`src/rtl/core/twc_pkg.sv`:
```
// Shared constants, types and replacement functions for the two-level cache.
package twc_pkg;

  localparam int ADDR_BITS   = 32;
  localparam int BLOCK_BYTES = 32;
  localparam int OFF_W       = $clog2(BLOCK_BYTES);
  localparam int BLK_W       = ADDR_BITS - OFF_W;

  localparam int L1_SETS   = 64;
  localparam int L1_WAYS   = 4;
  localparam int L1_SET_W  = $clog2(L1_SETS);
  localparam int L1_WAY_W  = $clog2(L1_WAYS);
  localparam int L1_TAG_W  = BLK_W - L1_SET_W;
  localparam int L1_TREE_W = L1_WAYS - 1;

  // L2_SETS is a multiple of L1_SETS: an L2 victim always maps to the current L1 set
  localparam int L2_SETS   = 512;
  localparam int L2_WAYS   = 8;
  localparam int L2_SET_W  = $clog2(L2_SETS);
  localparam int L2_WAY_W  = $clog2(L2_WAYS);
  localparam int L2_TAG_W  = BLK_W - L2_SET_W;
  localparam int L2_TREE_W = L2_WAYS - 1;

  localparam int CLR_W      = L2_SET_W;
  localparam int CFG_IDX_W  = 2;
  localparam int CFG_DATA_W = 1;

  localparam logic OP_WRITE = 1'b1;

  typedef enum logic [CFG_IDX_W-1:0] {
    CFG_POLICY = 2'd0,
    CFG_INCL   = 2'd1,
    CFG_L2EN   = 2'd2
  } cfg_idx_t;

  typedef enum logic [3:0] {
    S_CLEAR, S_IDLE, S_L1_RD, S_L1_EVAL, S_WB_RD, S_WB_EVAL, S_WB_UPD,
    S_FL_RD, S_FL_EVAL, S_FL_UPD, S_L1_WR, S_OUT
  } state_t;

  typedef enum logic [2:0] {
    CMD_NONE, CMD_CLEAR, CMD_ACCEPT, CMD_L1_EVAL, CMD_L2_EVAL, CMD_L2_UPD, CMD_L1_WRITE
  } cmd_t;

  typedef struct packed {
    logic clr_done;
    logic l1_hit;
    logic wb_need;
    logic l2_en;
  } status_t;

  typedef struct packed {
    logic [L1_WAYS-1:0][L1_TAG_W-1:0] tag;
    logic [L1_WAYS-1:0]               valid;
    logic [L1_WAYS-1:0]               dirty;
    logic [L1_WAYS-1:0][L1_WAY_W-1:0] rec;
    logic [L1_TREE_W-1:0]             tree;
  } l1_row_t;

  typedef struct packed {
    logic [L2_WAYS-1:0][L2_TAG_W-1:0] tag;
    logic [L2_WAYS-1:0]               valid;
    logic [L2_WAYS-1:0]               dirty;
    logic [L2_WAYS-1:0][L2_WAY_W-1:0] rec;
    logic [L2_TREE_W-1:0]             tree;
  } l2_row_t;

  function automatic l1_row_t l1_reset_row();
    l1_row_t r;
    r = '0;
    for (int i = 0; i < L1_WAYS; i++) r.rec[i] = L1_WAY_W'(i);
    return r;
  endfunction

  function automatic l2_row_t l2_reset_row();
    l2_row_t r;
    r = '0;
    for (int i = 0; i < L2_WAYS; i++) r.rec[i] = L2_WAY_W'(i);
    return r;
  endfunction

  // {hit, way}
  function automatic logic [L1_WAY_W:0] l1_find(l1_row_t r, logic [L1_TAG_W-1:0] t);
    logic [L1_WAY_W:0] res;
    res = '0;
    for (int i = L1_WAYS - 1; i >= 0; i--)
      if (r.valid[i] && r.tag[i] == t) res = {1'b1, L1_WAY_W'(i)};
    return res;
  endfunction

  function automatic logic [L2_WAY_W:0] l2_find(l2_row_t r, logic [L2_TAG_W-1:0] t);
    logic [L2_WAY_W:0] res;
    res = '0;
    for (int i = L2_WAYS - 1; i >= 0; i--)
      if (r.valid[i] && r.tag[i] == t) res = {1'b1, L2_WAY_W'(i)};
    return res;
  endfunction

  // lowest invalid way first, else LRU or tree victim
  function automatic logic [L1_WAY_W-1:0] l1_pick(l1_row_t r, logic plru);
    logic [L1_WAY_W-1:0] best;
    logic [L1_WAY_W:0]   k;
    best = '0;
    k    = '0;
    if (plru) begin
      for (int l = 0; l < L1_WAY_W; l++)
        k = {k[L1_WAY_W-1:0], 1'b0} + (r.tree[k[L1_WAY_W-1:0]] ? 2'd2 : 2'd1);
      best = L1_WAY_W'(k - (L1_WAY_W+1)'(L1_WAYS - 1));
    end else begin
      for (int i = 1; i < L1_WAYS; i++)
        if (r.rec[i] < r.rec[best]) best = L1_WAY_W'(i);
    end
    for (int i = L1_WAYS - 1; i >= 0; i--)
      if (!r.valid[i]) best = L1_WAY_W'(i);
    return best;
  endfunction

  function automatic logic [L2_WAY_W-1:0] l2_pick(l2_row_t r, logic plru);
    logic [L2_WAY_W-1:0] best;
    logic [L2_WAY_W:0]   k;
    best = '0;
    k    = '0;
    if (plru) begin
      for (int l = 0; l < L2_WAY_W; l++)
        k = {k[L2_WAY_W-1:0], 1'b0} + (r.tree[k[L2_WAY_W-1:0]] ? 2'd2 : 2'd1);
      best = L2_WAY_W'(k - (L2_WAY_W+1)'(L2_WAYS - 1));
    end else begin
      for (int i = 1; i < L2_WAYS; i++)
        if (r.rec[i] < r.rec[best]) best = L2_WAY_W'(i);
    end
    for (int i = L2_WAYS - 1; i >= 0; i--)
      if (!r.valid[i]) best = L2_WAY_W'(i);
    return best;
  endfunction

  // make way w most recent; point tree path away from it
  function automatic l1_row_t l1_touch(l1_row_t r, logic [L1_WAY_W-1:0] w);
    l1_row_t             o;
    logic [L1_WAY_W-1:0] old;
    logic [L1_WAY_W:0]   x;
    logic [L1_WAY_W:0]   p;
    o   = r;
    old = r.rec[w];
    for (int i = 0; i < L1_WAYS; i++)
      if (r.rec[i] > old) o.rec[i] = r.rec[i] - 1'b1;
    o.rec[w] = L1_WAY_W'(L1_WAYS - 1);
    x = {1'b0, w} + (L1_WAY_W+1)'(L1_WAYS - 1);
    for (int l = 0; l < L1_WAY_W; l++) begin
      p = (x - 1'b1) >> 1;
      o.tree[p[L1_WAY_W-1:0]] = x[0];
      x = p;
    end
    return o;
  endfunction

  function automatic l2_row_t l2_touch(l2_row_t r, logic [L2_WAY_W-1:0] w);
    l2_row_t             o;
    logic [L2_WAY_W-1:0] old;
    logic [L2_WAY_W:0]   x;
    logic [L2_WAY_W:0]   p;
    o   = r;
    old = r.rec[w];
    for (int i = 0; i < L2_WAYS; i++)
      if (r.rec[i] > old) o.rec[i] = r.rec[i] - 1'b1;
    o.rec[w] = L2_WAY_W'(L2_WAYS - 1);
    x = {1'b0, w} + (L2_WAY_W+1)'(L2_WAYS - 1);
    for (int l = 0; l < L2_WAY_W; l++) begin
      p = (x - 1'b1) >> 1;
      o.tree[p[L2_WAY_W-1:0]] = x[0];
      x = p;
    end
    return o;
  endfunction

endpackage

```
`src/rtl/core/twc_ctrl.sv`:
```
// Sequencer for lookup, L2 write-back, L2 fill and L1 install.
module twc_ctrl (
  input  logic             clk,
  input  logic             rst_n,
  input  logic             in_valid,
  input  logic             out_stall,
  input  twc_pkg::status_t st,
  output twc_pkg::cmd_t    cmd,
  output logic             sel_fill,
  output logic             in_stall,
  output logic             out_valid
);
  import twc_pkg::*;

  state_t state_r, state_nxt;

  always_ff @(posedge clk) begin
    if (!rst_n) state_r <= S_CLEAR;
    else        state_r <= state_nxt;
  end

  always_comb begin
    state_nxt = state_r;
    case (state_r)
      S_CLEAR:   if (st.clr_done) state_nxt = S_IDLE;
      S_IDLE:    if (in_valid) state_nxt = S_L1_RD;
      S_L1_RD:   state_nxt = S_L1_EVAL;
      S_L1_EVAL: begin
        if (st.l1_hit)       state_nxt = S_L1_WR;
        else if (st.wb_need) state_nxt = S_WB_RD;
        else if (st.l2_en)   state_nxt = S_FL_RD;
        else                 state_nxt = S_L1_WR;
      end
      S_WB_RD:   state_nxt = S_WB_EVAL;
      S_WB_EVAL: state_nxt = S_WB_UPD;
      S_WB_UPD:  state_nxt = S_FL_RD;
      S_FL_RD:   state_nxt = S_FL_EVAL;
      S_FL_EVAL: state_nxt = S_FL_UPD;
      S_FL_UPD:  state_nxt = S_L1_WR;
      S_L1_WR:   state_nxt = S_OUT;
      S_OUT:     if (!out_stall) state_nxt = S_IDLE;
      default:   state_nxt = S_CLEAR;
    endcase
  end

  always_comb begin
    cmd       = CMD_NONE;
    sel_fill  = 1'b0;
    in_stall  = 1'b1;
    out_valid = 1'b0;
    case (state_r)
      S_CLEAR:   cmd = CMD_CLEAR;
      S_IDLE: begin
        in_stall = 1'b0;
        if (in_valid) cmd = CMD_ACCEPT;
      end
      S_L1_EVAL: cmd = CMD_L1_EVAL;
      S_WB_EVAL: cmd = CMD_L2_EVAL;
      S_WB_UPD:  cmd = CMD_L2_UPD;
      S_FL_RD:   sel_fill = 1'b1;
      S_FL_EVAL: begin
        cmd      = CMD_L2_EVAL;
        sel_fill = 1'b1;
      end
      S_FL_UPD: begin
        cmd      = CMD_L2_UPD;
        sel_fill = 1'b1;
      end
      S_L1_WR:   cmd = CMD_L1_WRITE;
      S_OUT:     out_valid = 1'b1;
      default:   cmd = CMD_NONE;
    endcase
  end

  a_wb_after_eval: assert property (@(posedge clk) disable iff (!rst_n)
    (state_r == S_WB_RD) |-> ($past(state_r) == S_L1_EVAL))
    else $error("write-back read not entered from L1 lookup");
  a_out_blocks_in: assert property (@(posedge clk) disable iff (!rst_n)
    out_valid |-> in_stall)
    else $error("input open while result pending");
  a_clear_quiet: assert property (@(posedge clk) disable iff (!rst_n)
    (state_r == S_CLEAR) |-> (in_stall && !out_valid))
    else $error("channel active during memory sweep");
endmodule

```
`config.mk`:
```
export PLATFORM = sky130hd
export DESIGN_NAME = twc_ctrl
export DESIGN_NICKNAME = d
export VERILOG_FILES = /design/src/rtl/core/twc_pkg.sv /design/src/rtl/core/twc_ctrl.sv
export SDC_FILE = /design/constraint.sdc
export NUM_CORES = 1
export LEC_CHECK = 0
export ABC_AREA = 1
export BUFFER_PORTS_ARGS = -buffer_cell sky130_fd_sc_hd__buf_2
export CAP_MARGIN = 40
export CORE_AREA = 2 2 39 41
export DETAILED_ROUTE_END_ITERATION = 12
export DIE_AREA = 0 0 41 43
export GPL_TIMING_DRIVEN = 0
export HOLD_SLACK_MARGIN = 0.06
export PLACE_DENSITY_LB_ADDON = 0.25
export SLEW_MARGIN = 10
export SYNTH_ARGS = -nofsm -noshare
export SYNTH_HDL_FRONTEND = slang
export SYNTH_SLANG_ARGS = --single-unit
export TNS_END_PERCENT = 100
```
`constraint.sdc`:
```
create_clock -name clk -period 1.45 [get_ports clk]
set_input_delay 0.145 -clock clk [delete_from_list [all_inputs] [get_ports clk]]
set_output_delay 0.145 -clock clk [all_outputs]
set_load 0.05 [all_outputs]
```
==> impl_results.md, run 1 <==
- Final setup viols: 0
- CP Class: flop to primary output
- Leakage: between 0.3 and 0.4 nW
- Clock-pin slew on the worst setup and hold paths: approximately 40 ps
- Most frequent cell after synthesis: nand2_1
- Share of the synthesized area in the top cell type: approximately a fifth
- Top reg by flops: state_r
- CP Capture Point: cmd[1]
- Status: finished, final reports clean
- GRT Total Usage: 14.1%
- Net count, final: 100
- Post-synthesis xor/xnor area fraction: 0%
- Routed Antenna Nets: 0
- Worst EP required: between 1000 and 1500 ps
- IO buf count: 13
- Worst Setup End Kind: primary output
- Initial core utilization: 28.8%
- Wire length per cell: ~9.4 um
- Startpoint Class: flop
- RSZ-0062 raised after global routing: yes
- Worst-Skew Late Latency: between 200 and 250 ps
- Die area: around 1800 um^2
- Hold WC Path Type: input pin to flop
- Crit path from: state_r[3]
- Routability cong.: around 0.85
- Crit-path cells: inv_4 -> nor2_4 -> nand3_1 -> o211ai_1 -> buf_4
- Max reg flops: 4
- Detail Placement HPWL: roughly 810 um
- Die Ht: between 40 and 50 um
- Pin count of the biggest net entering global routing: 8
- WHS: about 110 ps
- VDD IR max: between 0.0008 and 0.0009 V
- Cell variety after synth: 15
- Yosys top cell by area: nand2_1
- Num CTS Buffers: 3
- WP data arrival: 1270 ps
- PnR worst setup slack: slightly above 30 ps
- Worst-path fanout max: 5
- CTS Hold Bufs: 0
- Core area: roughly 1400 um^2
- CTS Buffer Depth: 2
- PD cells: approximately 1700 nW/um^2
- Flops & latches, synth: 4
- Layout cells sized above 1: 46.7%
- Hold Vio Cnt, Final: 0
- Main combinational cell family by area after synthesis: simple AND/OR/NAND/NOR gates
- Crit path time final: 1420 ps
- Largest registers: state_r (4)
- Tcrit/Tclk final: ~98%
- I/O pins: 14
- Pre-CTS setup slack: ~150 ps
- Top cells by area, synth: nand2_1 21%, dfxtp_1 20%, nor2_1 12%, inv_1 9.4%, nand3_2 7.5%
- Avg Cell Area, Syn: between 5 and 6 um^2
- Slew margin rel.: just over 80%
- Simple-gate share of the synthesized area: 55.2%
- Ant. Diodes: 0
- Top FF cell, synth: dfxtp_1
- First drt pass iteration count: 4
- Max-Cap Viols: 0
- Finished Layout Cells: between 100 and 150
- CTS Sinks: 4
- Site Rows: 14
- Worst-margin pin slew: between 200 and 300 ps
- First-pass GRT wire length: about 1.6 mm
- Reg-to-Reg End: state_r[0]
- Cell Area, Synth: approximately 400 um^2
- Max Freq: 705 MHz
- Mux cell area share after synthesis: 0%
- Grt total ovfl: 0
- Placed cells: around 100
- Worst path slowest cell: dfxtp_4
- Post-Syn Instances: 73
- Ys async rst share: 0%
- Area grow syn2layout: 46.4%
- Commonest cells post-synth: 22 x nand2_1, 13 x nor2_1, 10 x inv_1
- Die width: between 40 and 50 um
- Post-synth net total: a little over 80
- Compound-Gate Fraction of Synth Area: between 10% and 20%
- Yosys Warn Count: 0
- Reg2Reg Depth: 8
- Post-synth EDFFs: 0
- Clk_skew: between 4 and 5 ps
- Fill cells: 151
- Sequential area share after synthesis: between 20 and 25%
- Vias/cell: 4.43
- Adder-cell share of the synthesized area: 0%
- Fin. max-slew vios: 0
- Clk root buf: clkbuf_4
- # DRC: 0
- Vias in the first global route: 402
- R2r setup slk: roughly 300 ps
- Initial DRC count: 6
- Largest stage delay, worst path: 360 ps
- Post-Route WL: about 1000 um
- H-tree levels: 1
- CTS tree: built
- Antenna violations before repair: 0
- Worst r2r src: state_r[3]
- Vias: 470
worst min path at each step:
stage                       endpoint  cells after the start  start  slack [ps]
after floorplan           state_r[3]                      2  rst_n         240
after global placement    state_r[3]                      3  rst_n         340
after detailed placement  state_r[3]                      3  rst_n         350
after CTS                 state_r[3]                      3  rst_n         100
after global routing      state_r[3]                      3  rst_n         130
final                     state_r[3]                      3  rst_n         110
cell usage in the layout (no fill, tap or decap), drive strengths merged:
master  instances
o211ai          1
nand3           5
nand4           1
clkbuf          3
nand2          25
nor2           16
inv            14
dfxtp           4
a21oi           5
o21ai           2
buf            14
through the flow:
stage	power (mW)	util (%)	instance area (um^2)	TNS, ps
floorplan	0.697	-	428	-182
global placement	0.815	37.1	513	0
detailed placement	0.819	37.1	513	0
CTS	0.977	39.8	551	-2.39
global route	1.10	42.2	584	-14.3
finish	1.02	42.2	584	0
layer usage:
layer	routed length, um	up-vias	global-route usage [%]
li1	-	262	-
met1	457	196	19.9
met2	500	9	19.1
met3	18	3	3.14
met4	22	0	8.00
met5	0	-	0
report_power, final:
group	switching, mW	internal [mW]
Sequential	0.0520	0.148
Clock	0.0503	0.0929
Combinational	0.450	0.227
Total	0.553	0.468
worst max-delay path, delay by kind of cell (launching register included):
kind,cells,cell delay [ps]
buffers and inverters,2,270
AO/OA/AOI/OAI,1,100
flip-flops,1,360
AND/OR/NAND/NOR,2,300
what timing repair did:
| action | in CTS | in global routing |
|---|---|---|
| setup buffers | 0 | 1 |
| pin swaps | 0 | 3 |
| cloned | 0 | 0 |
| endpoints found under the setup margin | 3 | 4 |
| resized for setup | 5 | 10 |
final cells by class:
cell class / instances / area, um^2 / share of cell area, %
Clock buffer: 3 / 22.5 / 3.85
Inverter: 14 / 62.6 / 10.7
Multi-Input combinational cell: 55 / 302 / 51.6
Sequential cell: 4 / 95.1 / 16.3
Tap cell: 16 / 20.0 / 3.43
Timing Repair Buffer: 14 / 82.6 / 14.1
logic make-up after synthesis:
logic type             count (synthesis)
buffers and inverters                 14
flip-flops                             4
AO/OA/AOI/OAI                          8
AND/OR/NAND/NOR                       47
Note: power is estimated with default switching activity, not from simulation.
==> run 2: changes to the inputs <==
--- a/config.mk
+++ b/config.mk
@@ -13,7 +13,7 @@
 export DIE_AREA = 0 0 41 43
 export GPL_TIMING_DRIVEN = 0
 export HOLD_SLACK_MARGIN = 0.06
-export PLACE_DENSITY_LB_ADDON = 0.25
+export PLACE_DENSITY_LB_ADDON = 0.12
 export SLEW_MARGIN = 10
 export SYNTH_ARGS = -nofsm -noshare
 export SYNTH_HDL_FRONTEND = slang
==> impl_results.md, run 2 (synthesized netlist as in run 1, its figures left out) <==
- Num CTS Buffers: 3
- Ant. Diodes: 0
- Critical path depth: 6
- Crit path time final: approximately 1400 ps
- Largest registers: state_r (4)
- VDD IR max: between 0.0006 and 0.0007 V
- Worst Hold Path Cells: 3
- Max reg flops: 4
- First-pass GRT wire length: roughly 1.6 mm
- Wire length per cell: a little over 9 um
- Reg2Reg Depth: 7
- Worst-margin pin slew: about 280 ps
- Vias/cell: roughly 4.5
- Area grow syn2layout: 48.6%
- Vias in the first global route: 391
- Post-layout util: a little over two fifths
- WP data arrival: between 1000 and 1500 ps
- Placed cells: a little over 100
- Routed Antenna Nets: 0
- Hold WC Path Type: input pin to flop
- CTS Sinks: 4
- Detail Placement HPWL: ~800 um
- IO buf count: 13
- Hold Vio Cnt, Final: 0
- CP Class: flop to primary output
- Initial core utilization: roughly 29%
- CTS tree: built
- Core area: 1380 um^2
- I/O pins: 14
- Pin count of the biggest net entering global routing: 8
- Initial DRC count: 14
- Clk root buf: clkbuf_4
- First drt pass iteration count: 4
- CTS Buffer Depth: 2
- Clk_skew: 3.05 ps
- Slew margin rel.: between 80% and 90%
- Worst path slowest cell: dfxtp_4
- Max-Cap Viols: 0
- Commonest non-fill, non-tap cell in the layout: nand2_1
- Crit-path cells: inv_4 -> nand2_2 -> nor2_4 -> inv_4 -> o211ai_1 -> buf_4
- Net count, final: between 100 and 150
- CTS Hold Bufs: 0
- PD cells: roughly 1700 nW/um^2
- Site Rows: 14
- CP Buf/Inv Count: 3
- Worst Setup End Kind: primary output
- Fill cells: approximately 160
- Die Ht: 43 um
- Status: finished, final reports clean
- Largest stage delay, worst path: 360 ps
- Layout cells sized above 1: approximately 48%
- Max Freq: 704 MHz
- Die width: between 40 and 50 um
- Worst-Skew Late Latency: between 200 and 250 ps
- # DRC: 0
- Die area: ~1800 um^2
- Finished Layout Cells: ~110
- Cell mode on critical path: inv_4
- Startpoint Class: flop
- Worst EP required: 1310 ps
- Leakage: between 0.3 and 0.4 nW
- Antenna violations before repair: 0
- Post-Route WL: just under 1 mm
- Worst-path fanout max: 6
- RSZ-0062 raised after global routing: yes
- Vias: 483
- Routability cong.: between 0.7 and 0.8
- Tcrit/Tclk final: a little over nine tenths
- Top delay family on crit path: flip-flops
- Clock-pin slew on the worst setup and hold paths: roughly 40 ps
- H-tree levels: 1
- Commonest cells after routing, fill and taps aside: 19 x nand2_1, 12 x nor2_1, 9 x buf_2
- GRT Total Usage: roughly 14%
- Final setup viols: 0
- Top reg by flops: state_r
- Fin. max-slew vios: 0
- Grt total ovfl: 0
run 2: cell count changes in the layout (fill, tap and decap cells not counted):
cell / previous run / this run
nand2_1: 20 / 19
nand2_4: 2 / 1
buf_6: 0 / 1
nand2_2: 3 / 5
run 2: metal layers:
layer	vias to the layer above	global-route usage, %	part of all wire [%]
met5	-	0	0
met4	0	10.0	1.4
met3	2	1.57	5.6
met2	16	18.1	46
met1	202	19.2	47
li1	263	-	-
run 2: repair_timing:
item                       4_1_cts  5_1_grt
hold endpoints to repair         0        0
setup endpoints to repair        3        4
buffers inserted                 0        2
gates resized for setup          5       11
pin swaps                        0        3
run 2: path summary, 6_finish.rpt:
path                            slack (ps)    endpoint  startpoint
worst max-delay path                    30      cmd[1]  state_r[1]
worst min-delay path                   110  state_r[3]       rst_n
worst max register to register         270  state_r[1]  state_r[1]
worst min register to register         630  state_r[2]  state_r[0]
run 2: area by class of cell:
class | instances | area, um^2 | share of cell area (%)
tap | 16 | 20.0 | 3.38
sequential | 4 | 95.1 | 16.0
inverter | 14 | 62.6 | 10.5
clock buffer | 3 | 22.5 | 3.80
timing repair buffer | 15 | 93.8 | 15.8
multi-input combinational | 55 | 299 | 50.4
run 2: tightest hold or removal path, delay by kind of cell:
| family | cells | cell delay, ps |
|---|---|---|
| buf+inv | 2 | 130 |
| simple gates | 1 | 50 |
run 2: stage by stage:
stage	setup slack (ps)	hold WS, ps	total power [mW]	setup TNS [ps]	area (um^2)
floorplan	-182	243	0.697	-182	428
global placement	152	344	0.822	0	513
detailed placement	164	354	0.817	0	513
CTS	3.88	114	0.973	0	551
global route	-49.7	134	1.11	-49.7	593
finish	28.6	114	1.02	0	593
run 2: power by group:
group	switching, mW	total [mW]	internal, mW
Clock	0.0450	0.138	0.0925
Sequential	0.0475	0.195	0.148
Combinational	0.452	0.687	0.236
Total	0.544	1.02	0.476
==> run 3: changes to the inputs <==
--- a/config.mk
+++ b/config.mk
@@ -5,7 +5,6 @@
 export SDC_FILE = /design/constraint.sdc
 export NUM_CORES = 1
 export LEC_CHECK = 0
-export ABC_AREA = 1
 export BUFFER_PORTS_ARGS = -buffer_cell sky130_fd_sc_hd__buf_2
 export CAP_MARGIN = 40
 export CORE_AREA = 2 2 39 41
==> impl_results.md, run 3 <==
- Worst-margin pin slew: roughly 300 ps
- Final setup viols: 1
- Mux cell area share after synthesis: 0%
- Area grow syn2layout: 53.9%
- Clk_skew: 6.63 ps
- Startpoint Class: flop
- TNS Setup: -39.4 ps
- Wire length per cell: around 12 um
- Leakage: between 0.2 and 0.3 nW
- Pin count of the biggest net entering global routing: 11
- Top Layer Used: met3
- Simple-gate share of the synthesized area: around a third
- Fin. max-slew vios: 0
- Main combinational cell family by area after synthesis: simple AND/OR/NAND/NOR gates
- Core area: about 1400 um^2
- Max reg flops: 4
- Adder-cell share of the synthesized area: 0%
- First-pass GRT wire length: 1.63 mm
- Initial DRC count: 7
- Vias/cell: between 5 and 6
- Vias in the first global route: approximately 380
- CTS tree: built
- Initial core utilization: roughly 30%
- Max Freq: ~670 MHz
- Met3 WL: roughly 32 um
- Worst-path fanout max: 7
- Slew margin rel.: slightly below 80%
- CTS Sinks: 4
- RSZ-0062 raised after global routing: yes
- I/O pins: 14
- VDD IR max: between 0.0004 and 0.0005 V
- Post-synthesis xor/xnor area fraction: approximately 2.1%
- Grt total ovfl: 0
- IO buf count: 13
- Avg Cell Area, Syn: approximately 7.5 um^2
- Share of the synthesized area in the top cell type: 19.4%
- H-tree levels: 1
- Num CTS Buffers: 3
- Tcrit/Tclk final: 103%
- Hold Vio Cnt, Final: 0
- Most frequent cell after synthesis: nor2_1
- Antenna violations before repair: 0
- Flops & latches, synth: 4
- Max-Cap Viols: 0
- CTS Buffer Depth: 2
- # DRC: 0
- Cell variety after synth: 32
- Routability cong.: between 0.8 and 0.9
- Detail Placement HPWL: 774 um
- Layout cells sized above 1: 50.6%
- Yosys top cell by area: dfxtp_1
- PnR worst setup slack: -39.4 ps
- Post-synth net total: between 60 and 70
- Met1 WL: a little over 500 um
- Top cells by area, synth: dfxtp_1 19%, buf_6 5.5%, o21a_1 5.5%, nor3_1 4.8%, nor2_1 4.5%
- Clock-pin slew on the worst setup and hold paths: ~40 ps
- Post-Route WL: 1.11 mm
- Fill cells: between 100 and 150
- CP Class: flop to primary output
- PD cells: roughly 820 nW/um^2
- Top reg by flops: state_r
- Die width: slightly above 40 um
- Failing checks: negative setup slack
- Site Rows: 14
- Routed Antenna Nets: 0
- Met2 wire len: ~560 um
- WP data arrival: around 1300 ps
- Top FF cell, synth: dfxtp_1
- Post-layout util: between 40% and 50%
- Net count, final: between 80 and 90
- Hold WC Path Type: input pin to flop
- Largest registers: state_r (4)
- Commonest cells after routing, fill and taps aside: 9 x buf_4, 9 x buf_2, 5 x buf_6, 5 x nor2_1, 4 x nor3_1
- Cell Area, Synth: 413 um^2
- Post-synth EDFFs: 0
- Crit path time final: about 1500 ps
- Clk root buf: clkbuf_4
- Die area: 1760 um^2
- Commonest cells post-synth: 5 x nor2_1, 4 x dfxtp_1, 4 x nor3_1
- First drt pass iteration count: 4
- Worst Setup End Kind: primary output
- Status: finished with violations
- Vias: 480
- Worst EP required: approximately 1300 ps
- GRT Total Usage: about 14%
- Ys async rst share: 0%
- Yosys Warn Count: 0
- Die Ht: between 40 and 50 um
- CTS Hold Bufs: 0
- Post-Syn Instances: 55
- Compound-Gate Fraction of Synth Area: 33.0%
- Worst-Skew Late Latency: about 240 ps
- Ant. Diodes: 0
- Sequential area share after synthesis: between 10% and 20%
-- run 3: cell types whose count changed in the layout (fill, tap and decap cells not counted), moves of 3 or more --
cell / previous run / this run
buf_4: 5 / 9
buf_6: 1 / 5
dfxtp_4: 4 / 1
inv_1: 8 / 2
inv_4: 4 / 0
nand2_1: 19 / 3
nand2_2: 5 / 0
nor2_1: 12 / 5
nor2_4: 3 / 0
nor3_1: 0 / 4
o21a_1: 0 / 3
-- run 3: cell type report --
cell class                 instances  area, um^2  area share, %
multi-input combinational         44         315           49.6
inverter                           2        7.51           1.18
buffer                             5        52.6           8.27
timing repair buffer              19         131           20.7
tap                               16        20.0           3.15
sequential                         4        86.3           13.6
clock buffer                       3        22.5           3.54
-- run 3: path summary, 6_finish.rpt --
path | start | to | slack, ps | cells after the start
max reg2reg | state_r[3] | state_r[0] | 170 | 6
max | state_r[3] | cmd[0] | -40 | 6
min reg2reg | state_r[2] | state_r[2] | 660 | 2
min | rst_n | state_r[3] | 180 | 2
-- run 3: kinds of logic (layout without fill, tap and decap cells) --
| kind of cell | after synthesis | count (layout) |
|---|---|---|
| DFF | 4 | 4 |
| AOI/OAI and AO/OA | 19 | 19 |
| and+or+nand+nor | 24 | 24 |
| xor gates and xnor gates | 1 | 1 |
| buffers and inverters | 7 | 29 |
-- run 3: metal layers --
| metal | GRT usage [%] | vias to the layer above |
|---|---|---|
| li1 | - | 248 |
| met1 | 18.0 | 222 |
| met2 | 19.7 | 10 |
| met3 | 4.71 | 0 |
| met4 | 6.00 | 0 |
| met5 | 0 | - |
-- run 3: critical path, cell delays in order (launching register included) --
cell and delay, ps:
dfxtp_2 310, buf_6 120, buf_8 120, xor2_1 130, a21oi_1 160, o22ai_2 100
buf_6 160
-- run 3: metrics by stage --
step                      hold WS, ps  power, mW  area [um^2]  worst slack, ps  instances
after global routing              190      0.549          636            -82.4         93
after global placement            428      0.347          513             65.7         84
final                             182      0.524          636            -39.4         93
after CTS                         183      0.518          579            -55.2         90
after floorplan                   263      0.298          428            -15.6         55
after detailed placement          427      0.346          513             69.7         84
-- run 3: power by group --
part / internal, mW / switching [mW]
logic: 0.107 / 0.150
clock network: 0.0926 / 0.0462
registers: 0.120 / 0.00819
-- run 3: timing repair --
action	CTS	global route
buffers inserted	2	3
pin swaps	2	4
gates resized for setup	9	11
cloned	1	0
endpoints found under the setup margin	5	5
